**config.mk**
```make
export PLATFORM = sky130hd
export DESIGN_NAME = rv64_jump_and_immediate_alu_core
export DESIGN_NICKNAME = d
export VERILOG_FILES = /design/src/rvjalu_pkg.sv /design/src/rvjalu_decode.sv /design/src/rvjalu_exec.sv /design/src/rvjalu_result.sv /design/src/rv64_jump_and_immediate_alu_core.sv
export SDC_FILE = /design/constraint.sdc
export NUM_CORES = 2
export LEC_CHECK = 0
export BUFFER_PORTS_ARGS = -buffer_cell sky130_fd_sc_hd__buf_4
export CORE_MARGIN = 2
export CORE_UTILIZATION = 40
export CTS_CLUSTER_DIAMETER = 40
export CTS_CLUSTER_SIZE = 20
export DETAILED_ROUTE_END_ITERATION = 7
export MAX_ROUTING_LAYER = met4
export PLACE_DENSITY = 0.6
export SYNTH_ARGS = -nofsm -noshare
export SYNTH_HDL_FRONTEND = slang
export SYNTH_SLANG_ARGS = --single-unit
```
**constraint.sdc**
```tcl
create_clock -name clk_i -period 22.1 [get_ports clk_i]
set_input_delay 2.21 -clock clk_i [delete_from_list [all_inputs] [get_ports clk_i]]
set_output_delay 2.21 -clock clk_i [all_outputs]
set_load 0.1 [all_outputs]
```
**src/rvjalu_pkg.sv**
```systemverilog
// Types and constants of the jump and immediate ALU core.
package rvjalu_pkg;

  localparam int XlenDefault = 64;
  localparam int DataW       = 64;

  typedef enum logic [1:0] {
    KindAlu  = 2'd0,
    KindJal  = 2'd1,
    KindJalr = 2'd2
  } kind_e;

  typedef enum logic [2:0] {
    F3Addi  = 3'd0,
    F3Slli  = 3'd1,
    F3Slti  = 3'd2,
    F3Sltiu = 3'd3,
    F3Xori  = 3'd4,
    F3Sri   = 3'd5,
    F3Ori   = 3'd6,
    F3Andi  = 3'd7
  } f3_e;

  // Upper instruction bits 31..26 of the immediate shifts
  localparam logic [5:0] ShTopLogic = 6'b000000;
  localparam logic [5:0] ShTopArith = 6'b010000;

  typedef struct packed {
    logic [1:0]       kind;
    logic [31:0]      instruction;
    logic [DataW-1:0] pc;
    logic [DataW-1:0] rs1_value;
  } in_item_t;

  typedef struct packed {
    logic [4:0]       rd_index;
    logic [DataW-1:0] rd_value;
    logic             rd_write;
    logic [DataW-1:0] next_pc;
    logic             illegal;
  } out_item_t;

  // Decoded control that travels from decode to execute
  typedef struct packed {
    logic [1:0] kind;
    logic [4:0] rd_index;
    logic [2:0] f3;
    logic [5:0] shamt;
    logic [5:0] sh_top;
  } dec_ctrl_t;

  // Control that travels from execute to the result stage
  typedef struct packed {
    logic [1:0] kind;
    logic [4:0] rd_index;
    logic       alu_bad;
  } exe_ctrl_t;

endpackage

```
**src/rvjalu_decode.sv**
```systemverilog
// Decode stage: field extraction, immediates and the three address adders.
module rvjalu_decode #(
  parameter int XLEN = rvjalu_pkg::XlenDefault
) (
  input  logic                  clk_i,
  input  logic                  rst_ni,
  input  logic                  valid_i,
  output logic                  ready_o,
  input  rvjalu_pkg::in_item_t  item_i,
  output logic                  valid_o,
  input  logic                  ready_i,
  output rvjalu_pkg::dec_ctrl_t ctrl_o,
  output logic [XLEN-1:0]       a_o,
  output logic [XLEN-1:0]       imm_o,
  output logic [XLEN-1:0]       sum_o,
  output logic [XLEN-1:0]       link_o,
  output logic [XLEN-1:0]       jtgt_o
);

  logic                  valid_q, valid_d;
  rvjalu_pkg::dec_ctrl_t ctrl_q, ctrl_d;
  logic [XLEN-1:0]       a_q, imm_q, sum_q, link_q, jtgt_q;
  logic [XLEN-1:0]       a_d, imm_d, sum_d, link_d, jtgt_d;
  logic [XLEN-1:0]       pc;
  logic [31:0]           insn;
  logic [20:0]           jimm;
  logic                  load;

  assign ready_o = !valid_q || ready_i;
  assign load    = valid_i && ready_o;
  assign valid_d = ready_o ? valid_i : valid_q;

  assign insn = item_i.instruction;
  assign pc   = item_i.pc[XLEN-1:0];
  assign jimm = {insn[31], insn[19:12], insn[20], insn[30:21], 1'b0};

  always_comb begin
    ctrl_d.kind     = item_i.kind;
    ctrl_d.rd_index = insn[11:7];
    ctrl_d.f3       = insn[14:12];
    ctrl_d.shamt    = insn[25:20];
    ctrl_d.sh_top   = insn[31:26];
    a_d    = item_i.rs1_value[XLEN-1:0];
    imm_d  = XLEN'($signed(insn[31:20]));
    sum_d  = a_d + imm_d;
    link_d = pc + XLEN'(4);
    jtgt_d = pc + XLEN'($signed(jimm));
  end

  always_ff @(posedge clk_i or negedge rst_ni) begin
    if (!rst_ni) begin
      valid_q <= 1'b0;
    end else begin
      valid_q <= valid_d;
    end
  end

  always_ff @(posedge clk_i) begin
    if (load) begin
      ctrl_q <= ctrl_d;
      a_q    <= a_d;
      imm_q  <= imm_d;
      sum_q  <= sum_d;
      link_q <= link_d;
      jtgt_q <= jtgt_d;
    end
  end

  assign valid_o = valid_q;
  assign ctrl_o  = ctrl_q;
  assign a_o     = a_q;
  assign imm_o   = imm_q;
  assign sum_o   = sum_q;
  assign link_o  = link_q;
  assign jtgt_o  = jtgt_q;

endmodule

```
**src/rvjalu_exec.sv**
```systemverilog
// Execute stage: immediate ALU operations, shifts and the jump target.
module rvjalu_exec #(
  parameter int XLEN = rvjalu_pkg::XlenDefault
) (
  input  logic                  clk_i,
  input  logic                  rst_ni,
  input  logic                  valid_i,
  output logic                  ready_o,
  input  rvjalu_pkg::dec_ctrl_t ctrl_i,
  input  logic [XLEN-1:0]       a_i,
  input  logic [XLEN-1:0]       imm_i,
  input  logic [XLEN-1:0]       sum_i,
  input  logic [XLEN-1:0]       link_i,
  input  logic [XLEN-1:0]       jtgt_i,
  output logic                  valid_o,
  input  logic                  ready_i,
  output rvjalu_pkg::exe_ctrl_t ctrl_o,
  output logic [XLEN-1:0]       alu_o,
  output logic [XLEN-1:0]       link_o,
  output logic [XLEN-1:0]       tgt_o
);

  localparam int ShCmpW = 7;

  logic                  valid_q, valid_d;
  rvjalu_pkg::exe_ctrl_t ctrl_q, ctrl_d;
  logic [XLEN-1:0]       alu_q, alu_d, link_q, tgt_q, tgt_d;
  logic                  sh_range_bad;
  logic                  load;

  assign ready_o = !valid_q || ready_i;
  assign load    = valid_i && ready_o;
  assign valid_d = ready_o ? valid_i : valid_q;

  assign sh_range_bad = {1'b0, ctrl_i.shamt} >= ShCmpW'(XLEN);

  always_comb begin
    ctrl_d.kind     = ctrl_i.kind;
    ctrl_d.rd_index = ctrl_i.rd_index;
    ctrl_d.alu_bad  = 1'b0;
    alu_d           = '0;
    unique case (ctrl_i.f3)
      rvjalu_pkg::F3Addi:  alu_d = sum_i;
      rvjalu_pkg::F3Slli: begin
        if (ctrl_i.sh_top != rvjalu_pkg::ShTopLogic || sh_range_bad) begin
          ctrl_d.alu_bad = 1'b1;
        end else begin
          alu_d = a_i << ctrl_i.shamt;
        end
      end
      rvjalu_pkg::F3Slti:  alu_d = XLEN'($signed(a_i) < $signed(imm_i));
      rvjalu_pkg::F3Sltiu: alu_d = XLEN'(a_i < imm_i);
      rvjalu_pkg::F3Xori:  alu_d = a_i ^ imm_i;
      rvjalu_pkg::F3Sri: begin
        priority if (sh_range_bad) begin
          ctrl_d.alu_bad = 1'b1;
        end else if (ctrl_i.sh_top == rvjalu_pkg::ShTopLogic) begin
          alu_d = a_i >> ctrl_i.shamt;
        end else if (ctrl_i.sh_top == rvjalu_pkg::ShTopArith) begin
          alu_d = $unsigned($signed(a_i) >>> ctrl_i.shamt);
        end else begin
          ctrl_d.alu_bad = 1'b1;
        end
      end
      rvjalu_pkg::F3Ori:   alu_d = a_i | imm_i;
      rvjalu_pkg::F3Andi:  alu_d = a_i & imm_i;
    endcase
    // JALR drops bit 0 of rs1 + imm; JAL takes pc + J-immediate
    if (ctrl_i.kind == rvjalu_pkg::KindJalr) begin
      tgt_d = {sum_i[XLEN-1:1], 1'b0};
    end else begin
      tgt_d = jtgt_i;
    end
  end

  always_ff @(posedge clk_i or negedge rst_ni) begin
    if (!rst_ni) begin
      valid_q <= 1'b0;
    end else begin
      valid_q <= valid_d;
    end
  end

  always_ff @(posedge clk_i) begin
    if (load) begin
      ctrl_q <= ctrl_d;
      alu_q  <= alu_d;
      link_q <= link_i;
      tgt_q  <= tgt_d;
    end
  end

  assign valid_o = valid_q;
  assign ctrl_o  = ctrl_q;
  assign alu_o   = alu_q;
  assign link_o  = link_q;
  assign tgt_o   = tgt_q;

endmodule

```
**src/rvjalu_result.sv**
```systemverilog
// Result stage: select by kind, apply the illegal override, hold the output item.
module rvjalu_result #(
  parameter int XLEN = rvjalu_pkg::XlenDefault
) (
  input  logic                  clk_i,
  input  logic                  rst_ni,
  input  logic                  valid_i,
  output logic                  ready_o,
  input  rvjalu_pkg::exe_ctrl_t ctrl_i,
  input  logic [XLEN-1:0]       alu_i,
  input  logic [XLEN-1:0]       link_i,
  input  logic [XLEN-1:0]       tgt_i,
  output logic                  valid_o,
  input  logic                  stall_i,
  output rvjalu_pkg::out_item_t item_o
);

  localparam int DataW = rvjalu_pkg::DataW;

  logic                  valid_q, valid_d;
  rvjalu_pkg::out_item_t item_q, item_d;
  logic                  load;

  assign ready_o = !valid_q || !stall_i;
  assign load    = valid_i && ready_o;
  assign valid_d = ready_o ? valid_i : valid_q;

  always_comb begin
    item_d.rd_index = ctrl_i.rd_index;
    item_d.rd_value = '0;
    item_d.rd_write = 1'b0;
    item_d.next_pc  = DataW'(link_i);
    item_d.illegal  = 1'b0;
    unique case (ctrl_i.kind)
      rvjalu_pkg::KindAlu: begin
        item_d.rd_value = DataW'(alu_i);
        item_d.rd_write = !ctrl_i.alu_bad;
        item_d.illegal  = ctrl_i.alu_bad;
      end
      rvjalu_pkg::KindJal, rvjalu_pkg::KindJalr: begin
        item_d.rd_value = DataW'(link_i);
        item_d.rd_write = 1'b1;
        item_d.next_pc  = DataW'(tgt_i);
      end
      default: begin
        item_d.illegal = 1'b1;
      end
    endcase
  end

  always_ff @(posedge clk_i or negedge rst_ni) begin
    if (!rst_ni) begin
      valid_q <= 1'b0;
    end else begin
      valid_q <= valid_d;
    end
  end

  always_ff @(posedge clk_i) begin
    if (load) begin
      item_q <= item_d;
    end
  end

  assign valid_o = valid_q;
  assign item_o  = item_q;

endmodule

```
**src/rv64_jump_and_immediate_alu_core.sv**
```systemverilog
// Top level of the RV64I immediate ALU and JAL/JALR execute pipeline.
// An accepted item passes the decode, execute and result registers before its result item is on the output.
// Throughput: 1 item per cycle while the output is not stalled; the three stage registers each hold one item.
// Stall from the output ripples back combinationally through the stage ready chain.
// Reset (rst_ni low, async) clears the stage valid bits; payload registers keep junk.
// XLEN sets the datapath width; results are zero-extended to the 64-bit fields.
module rv64_jump_and_immediate_alu_core #(
  parameter int XLEN = rvjalu_pkg::XlenDefault
) (
  input  logic                  clk_i,
  input  logic                  rst_ni,
  input  logic                  in_valid_i,
  output logic                  in_stall_o,
  input  rvjalu_pkg::in_item_t  in_item_i,
  output logic                  out_valid_o,
  input  logic                  out_stall_i,
  output rvjalu_pkg::out_item_t out_item_o
);

  // Decode -> execute
  logic                  dec_valid, dec_ready;
  rvjalu_pkg::dec_ctrl_t dec_ctrl;
  logic [XLEN-1:0]       dec_a, dec_imm, dec_sum, dec_link, dec_jtgt;

  // Execute -> result
  logic                  exe_valid, exe_ready;
  rvjalu_pkg::exe_ctrl_t exe_ctrl;
  logic [XLEN-1:0]       exe_alu, exe_link, exe_tgt;

  logic                  in_ready;

  // Stage 1: pull out rd, func3, shift fields, build both immediates and
  // run the adders (rs1 + I-imm, pc + 4, pc + J-imm) in parallel.
  rvjalu_decode #(
    .XLEN(XLEN)
  ) u_decode (
    .clk_i   (clk_i),
    .rst_ni  (rst_ni),
    .valid_i (in_valid_i),
    .ready_o (in_ready),
    .item_i  (in_item_i),
    .valid_o (dec_valid),
    .ready_i (dec_ready),
    .ctrl_o  (dec_ctrl),
    .a_o     (dec_a),
    .imm_o   (dec_imm),
    .sum_o   (dec_sum),
    .link_o  (dec_link),
    .jtgt_o  (dec_jtgt)
  );

  // Stage 2: compares, logic ops and the barrel shifter; flag reserved
  // shift encodings; pick the jump target (JALR clears bit 0).
  rvjalu_exec #(
    .XLEN(XLEN)
  ) u_exec (
    .clk_i   (clk_i),
    .rst_ni  (rst_ni),
    .valid_i (dec_valid),
    .ready_o (dec_ready),
    .ctrl_i  (dec_ctrl),
    .a_i     (dec_a),
    .imm_i   (dec_imm),
    .sum_i   (dec_sum),
    .link_i  (dec_link),
    .jtgt_i  (dec_jtgt),
    .valid_o (exe_valid),
    .ready_i (exe_ready),
    .ctrl_o  (exe_ctrl),
    .alu_o   (exe_alu),
    .link_o  (exe_link),
    .tgt_o   (exe_tgt)
  );

  // Stage 3: merge by kind, drop the write on an illegal item, and hold
  // the finished item in the output register while the consumer stalls.
  rvjalu_result #(
    .XLEN(XLEN)
  ) u_result (
    .clk_i   (clk_i),
    .rst_ni  (rst_ni),
    .valid_i (exe_valid),
    .ready_o (exe_ready),
    .ctrl_i  (exe_ctrl),
    .alu_i   (exe_alu),
    .link_i  (exe_link),
    .tgt_i   (exe_tgt),
    .valid_o (out_valid_o),
    .stall_i (out_stall_i),
    .item_o  (out_item_o)
  );

  // Stall the producer only when every stage is full and the output is held.
  assign in_stall_o = !in_ready;

endmodule

```
Yosys cells after proc, flatten, opt, wreduce, memory -nomap -nowiden:

Index checks and enable logic that the tools add are counted.

* shift operators: 3
* $lt $le $gt $ge: 2
* bitwise logic cells: 3
* add/sub/neg operators: 3
* equality and inequality tests: 11
* multiplexer cells: 12
* reductions and logical operators: 17

Operator list (count)
* one-hot mux 64 bit (8 select lines): 1
* two-way mux 64 bit: 5
* one-hot mux 65 bit (2 select lines): 1
* adder 64 bit: 2
* adder 64 x 3 -> 64 bit, second input constant: 1
* AND 64 bit: 1
* < comparator 64 x 12 -> 1 bit: 1
* < comparator 64 bit: 1
* OR 64 bit: 1
* left shift 64 x 6 -> 64 bit: 1
* right shift 64 x 6 -> 64 bit: 1
* >>> shifter 64 x 6 -> 64 bit: 1
* XOR 64 bit: 1
* == test 3 bit, second input constant: 4
* == test 3 x 2 -> 1 bit, second input constant: 2
* == test 6 x 5 -> 1 bit, second input constant: 1
* logical NOT 1 bit: 6
* logical NOT 6 bit: 1
* nonzero test 6 bit: 1
* == test 2 bit, second input constant: 2
* one-hot mux 1 bit (2 select lines): 2
* == test 3 x 1 -> 1 bit, second input constant: 1
* logical AND 1 bit: 3
* logical NOT 3 bit: 1
* other kinds (5): 9

* input port bits: 166
* logic and storage cells: 76
* flip-flop bits (word level): 628
* output and inout port bits: 137

Logic depth before layout (Yosys ltp):

* depth after elaboration: 5
* depth in mapped cells: 16
* gate-level depth less buffers: 13

Cells and area by module:

From an unflattened synthesis, not the netlist that was laid out.

* cells, all modules: 4373
* area total of the unflattened synthesis: 45484.9 um^2

By module, submodules not included
* rvjalu_exec: cells an instance 2380, area each 22236.3 um^2, instances 1, sequential area each 6030.8 um^2
* rvjalu_decode: cells an instance 1624, area each 17302.8 um^2, instances 1, sequential area each 8343.0 um^2
* rvjalu_result: cells an instance 368, area each 5941.9 um^2, instances 1, sequential area each 4078.9 um^2
* rv64_jump_and_immediate_alu_core: cells an instance 1, area each 3.8 um^2, instances 1, sequential area each 0.0 um^2

Worst setup path before layout:

No wires, ideal clock.

* path kind: input -> register
* start: input out_stall_i
* end: register u_result.item_q (netlist bit u_result.item_o[0]), enable pin
* library setup time: 0.836 ns
* arrival: 11.924 ns
* stages: 1
* setup slack: 9.340 ns
* path buffers: 0
* required time: 21.264 ns
* cells stage by stage: a21boi_0

* longest elaborated chain between the ends: 3

RTL lines
* from (decl): RTL line rv64_jump_and_immediate_alu_core.sv:16 `input logic out_stall_i,`
* logical NOT 1 bit: RTL line rvjalu_result.sv:24 `assign ready_o = !valid_q || !stall_i;`
* logical OR 1 bit: RTL line rvjalu_result.sv:24
* logical AND 1 bit: RTL line rvjalu_result.sv:25 `assign load = valid_i && ready_o;`
* to (signal assigned): RTL line rvjalu_result.sv:61 `item_q <= item_d;`
* to (decl): RTL line rvjalu_result.sv:21 `rvjalu_pkg::out_item_t item_q, item_d;`

Every way passes these cells.
A chain may end at the register's enable or synchronous reset.

Worst setup path in the final report:

* start: input in_item_i[159] (netlist name)
* end: register u_decode.sum_q[62], in the netlist u_decode.sum_o[62], data pin

* longest elaborated chain between the ends: 1

RTL lines
* from (decl): RTL line rv64_jump_and_immediate_alu_core.sv:14 `input rvjalu_pkg::in_item_t in_item_i,`
* adder 64 bit: RTL line rvjalu_decode.sv:45 `sum_d = a_d + imm_d;`
* via u_decode.sum_d[62]: RTL line rvjalu_decode.sv:23 `logic [XLEN-1:0] a_d, imm_d, sum_d, link_d, jtgt_d;`
* to (signal assigned): RTL line rvjalu_decode.sv:63 `sum_q <= sum_d;`
* to (decl): RTL line rvjalu_decode.sv:22 `logic [XLEN-1:0] a_q, imm_q, sum_q, link_q, jtgt_q;`

The timed path passes the listed nets, and every way through them passes these cells.

==> results.txt <==
----------------------------------------------------
[Power]
  Cell leakage power ... 19.31 nW
  Power density of the placed cells ... 85.10 nW/µm²
  Largest voltage drop on the vdd net ... 0.07501 mV

[Timing]
  Post-route setup TNS ... 0 ns
  Unrepaired setup endpoints after global routing ... no
  Final period utilization ... 0.3155
  Worst Max-Slew Pin Slew ... 1.246 ns
  Headroom to the max-slew limit ... 0.1694
  Final-report hold violation count ... 0
  Final setup fails ... 0
  Time the worst path needs with I/O delays and setup ... 6.973 ns
  Layout Skew ... 0.05497 ns
  Number of slew-limit violations in the final report ... 0
  Achievable clock frequency ... 0.1434 GHz

[Job]
  # Max-Cap Violations ... 0

[Clocking]
  Number of hold buffers added after cts ... 0
  CTS resizes ... 0
  Buffer levels on the longest clock path ... 3
  H-tree depth ... 3
  Clock tree from TritonCTS ... done
  Number of CTS-inserted buffers ... 90
  Root buf cell ... sky130_fd_sc_hd__clkbuf_16
  Number of setup buffers added after CTS ... 0
  Source-to-sink clock delay at the later pin of the worst-skew pair ... 0.68 ns
  Clock-pin transition on the worst setup and hold timing paths ... 0.07 ns
  Clock sink count ... 615

[Finish]
  Growth of design area from synthesis to finish ... 15.54%
  Filler Cell Count ... 10046
  Layout cells sized above 1 ... 0.1873
  Final instance area ... 49800 µm²
  Multi-input logic area ... 23050 µm²
  Top library cells by usage in the layout, fill and taps aside ... 612 x sky130_fd_sc_hd__edfxtp_1, 494 x sky130_fd_sc_hd__nor2_1, 361 x sky130_fd_sc_hd__buf_4, 358 x sky130_fd_sc_hd__a21oi_1, 319 x sky130_fd_sc_hd__ha_1
  FF/Latch Area ... 18450 µm²
  Final non-filler cell total ... 5871
  Most frequent standard cell in the layout excluding fill and tap cells ... sky130_fd_sc_hd__edfxtp_1
  Layout Nets ... 4866

[Critical path]
  Source of the critical timing path ... in_item_i[159]
  Crit Path Class ... in -> reg
  RR Endpoint ... u_exec.alu_o[0]
  Worst setup slack for register-to-register paths ... 15.54 ns
  Crit path arrival time ... 7.40 ns
  Number of logic stages on the critical path including buffering ... 13
  Last element of the critical path ... u_decode.sum_o[62]
  Data required time at the worst endpoint ... 22.53 ns
  Worst-path maximum fanout ... 27
  Critical Path End Type ... register
  Sequence of cells on the critical path ... buf_4, buf_4, ha_1, a21oi_1, o21ai_0, a21oi_1, a21oi_1, o2111ai_1, a21oi_1, o21ai_1, o31a_1, o21ai_1, xor2_1
  Worst path top cell family by delay ... compound AO/OA/AOI/OAI gates
  Combined buffer and inverter count along the critical path ... 2
  Library cell contributing the largest single delay on the critical path ... sky130_fd_sc_hd__a21oi_1
  Slowest Stage Delay on Critical Path ... 0.87 ns
  Most numerous cell on the critical path ... sky130_fd_sc_hd__a21oi_1
  FF-to-FF path depth ... 13
  Startpoint type of the worst setup path ... primary input
  Worst reg2reg path startpoint ... u_decode.imm_o[11]

[Floorplanning]
  Die footprint ... 110400 µm²
  Die height ... 332.3 µm
  Ports placed on the boundary ... 303
  Die width ... 332.3 µm
  Initial core utilization ... 0.4032
  Core footprint ... 106900 µm²
  Placement Rows ... 120

[Hold path]
  Cell depth of the worst hold path ... 0
  Classification of the worst-slack hold path ... reg -> reg

[Routing]
  Wire length the detailed router placed on met1 ... 73290 µm
  Via total after detailed routing ... 35779
  Number of DRC markers after the initial detailed-route iteration ... 4425
  Remaining antenna violation count ... 0
  WL final ... 175000 µm
  Detailed-route DRC error count ... 0
  Met2 routed WL ... 81260 µm
  First-pass detailed-route iteration total ... 6
  Top Layer Used ... met4
  Wire length per cell after detailed routing ... 29.82 µm
  Detail-routed via count per cell ... 6.094
  Total length of routed met3 wires ... 13720 µm

[Synthesis]
  Number of synthesis warnings ... 0
  Synth Register Bits ... 615
  Number of library cell types mapped by synthesis ... 94
  Avg Inst Size Synth ... 10.33 µm²
  Register area share after synthesis ... 0.4281
  Leading cell types by total area after synthesis ... sky130_fd_sc_hd__edfxtp_1 43%, sky130_fd_sc_hd__ha_1 9.3%, sky130_fd_sc_hd__mux4_2 4.8%
  Number of flops mapped to enable cells by yosys ... 612
  Most used DFF post-synth ... sky130_fd_sc_hd__edfxtp_1
  Top-area cell type share of the netlist area ... 0.4264
  Syn Nets ... 4662
  Number of standard cells after synthesis ... 4173
  Top cell type by total area after synthesis ... sky130_fd_sc_hd__edfxtp_1
  Syn Std Cell Area ... 43100 µm²
  FFs w/ async S/R, synth ... 0.004878

[Global routing]
  Wire length of the first global-routing pass ... 246300 µm
  Vias in the first global route ... 33891
  Aggregate global routing overflow ... 0
  Maximum number of pins on one net before global-route repair ... 162
  GRT Util Overall ... 0.3173
  Initial antenna violation count ... 12

[Run status]
  Outcome ... complete, no violations

[Place]
  Number of port buffers ... 295
  Count of placed standard cells including taps ... 5688
  Area post-placement ... 46610 µm²
  Global placer's final weighted congestion ... 1.006
  Detailed-placement wirelength estimate ... 134100 µm

----------------------------------------------------
-- worst register-to-register path: stages (launching register included) --
cell and delay, ns:
sky130_fd_sc_hd__edfxtp_1 0.31, sky130_fd_sc_hd__buf_4 0.29, sky130_fd_sc_hd__clkinv_2 0.78, sky130_fd_sc_hd__buf_4 0.61, sky130_fd_sc_hd__ha_1 0.44, sky130_fd_sc_hd__or4_1 0.52, sky130_fd_sc_hd__nor4_1 0.42, sky130_fd_sc_hd__nand4_1 0.38
sky130_fd_sc_hd__nor2_1 0.41, sky130_fd_sc_hd__o211ai_1 0.51, sky130_fd_sc_hd__a211oi_1 0.54, sky130_fd_sc_hd__nor3_1 0.26, sky130_fd_sc_hd__xnor2_1 0.19, sky130_fd_sc_hd__o32ai_1 0.62
-- through the flow --
stage / utilization / hold slack [ns] / worst slack (ns) / total power [mW]
6_report: 0.4658 / 0.3780 / 15.13 / 4.238
5_1_grt: 0.4657 / 0.3926 / 15.29 / 4.379
4_1_cts: 0.4654 / 0.3743 / 15.45 / 4.246
3_5_place_dp: 0.4360 / 0.4045 / 14.75 / 2.764
3_3_place_gp: 0.4360 / 0.4000 / 14.75 / 2.759
2_1_floorplan: - / 0.4003 / 9.340 / 2.378
-- cells in the mapped netlist (all sizes together), types with 13 or more instances --
master and number:
inv 152, and2 18, mux2i 122, a21oi 361, o21ai 307, o31ai 14, edfxtp 612, o22ai 36
buf 94, a221oi 25, a41oi 20, o211ai 33, ha 321, o21a 32, nor3 54, o21bai 41
a22oi 67, nand4 42, nand2 292, a21o 58, xnor2 127, mux2 156, a211oi 33, mux4 92
xor2 53, o22a 17, nand3 67, a211o 16, clkbuf 158, nor2 500, nor2b 17, nand2b 31
o221ai 32, a31oi 34, or2 13, and3 30
-- per-layer routing --
metal | global-route usage | vias up
li1 | - | 16106
met3 | 0.05243 | 258
met4 | 0.1126 | 0
met2 | 0.4943 | 1639
met5 | - | -
met1 | 0.4180 | 17776
-- cell families (layout without fill, tap and decap cells) --
logic type | Yosys count | after routing | share of synthesized area
muxes | 370 | 370 | 0.1172
and+or+nand+nor | 1097 | 1097 | 0.1117
DFF | 615 | 615 | 0.4281
AOI/OAI and AO/OA | 1181 | 1181 | 0.1734
xor gates and xnor gates | 180 | 180 | 0.03658
buffers and inverters | 407 | 686 | 0.03893
other | 0 | 16 | 0
adders and majority gates | 323 | 323 | 0.09411
-- flip-flops by register name, indices dropped and copies added (netlist names) --
signal and flops:
u_exec.tgt_o 64, u_exec.valid_o 1, u_decode.jtgt_o 64, u_decode.imm_o 12, u_exec.ctrl_o 8, u_decode.link_o 63
u_exec.link_o 64, u_result.item_o 135, u_decode.a_o 64, u_result.valid_o 1, u_decode.valid_o 1, u_decode.ctrl_o 10
u_decode.sum_o 64, u_exec.alu_o 64
-- worst min-delay path by stage --
stage / from / to / slack [ns]
5_1_grt: u_decode.link_o[5] / u_exec.link_o[5] / 0.39
3_5_place_dp: u_decode.link_o[19] / u_exec.link_o[19] / 0.40
6_report: u_decode.link_o[5] / u_exec.link_o[5] / 0.38
3_3_place_gp: u_decode.link_o[59] / u_exec.link_o[59] / 0.40
4_1_cts: u_decode.link_o[5] / u_exec.link_o[5] / 0.37
2_1_floorplan: u_decode.ctrl_o[15] / u_exec.ctrl_o[1] / 0.40
-- final cells by class --
type	instances	area share
repair buffers	364	0.05563
inverters	155	0.01176
multi-input cells	3151	0.4629
well taps	1403	0.03525
clock buffers	96	0.04568
diodes	16	0.0008040
flip-flops and latches	615	0.3706
clock inverters	71	0.01746
-- report_power, final --
part / internal, mW / switching [mW]
Clock: 0.875 / 0.602
Combinational: 0.360 / 0.842
Sequential: 1.47 / 0.0893
No activity file was read; power rests on OpenSTA's default activity.
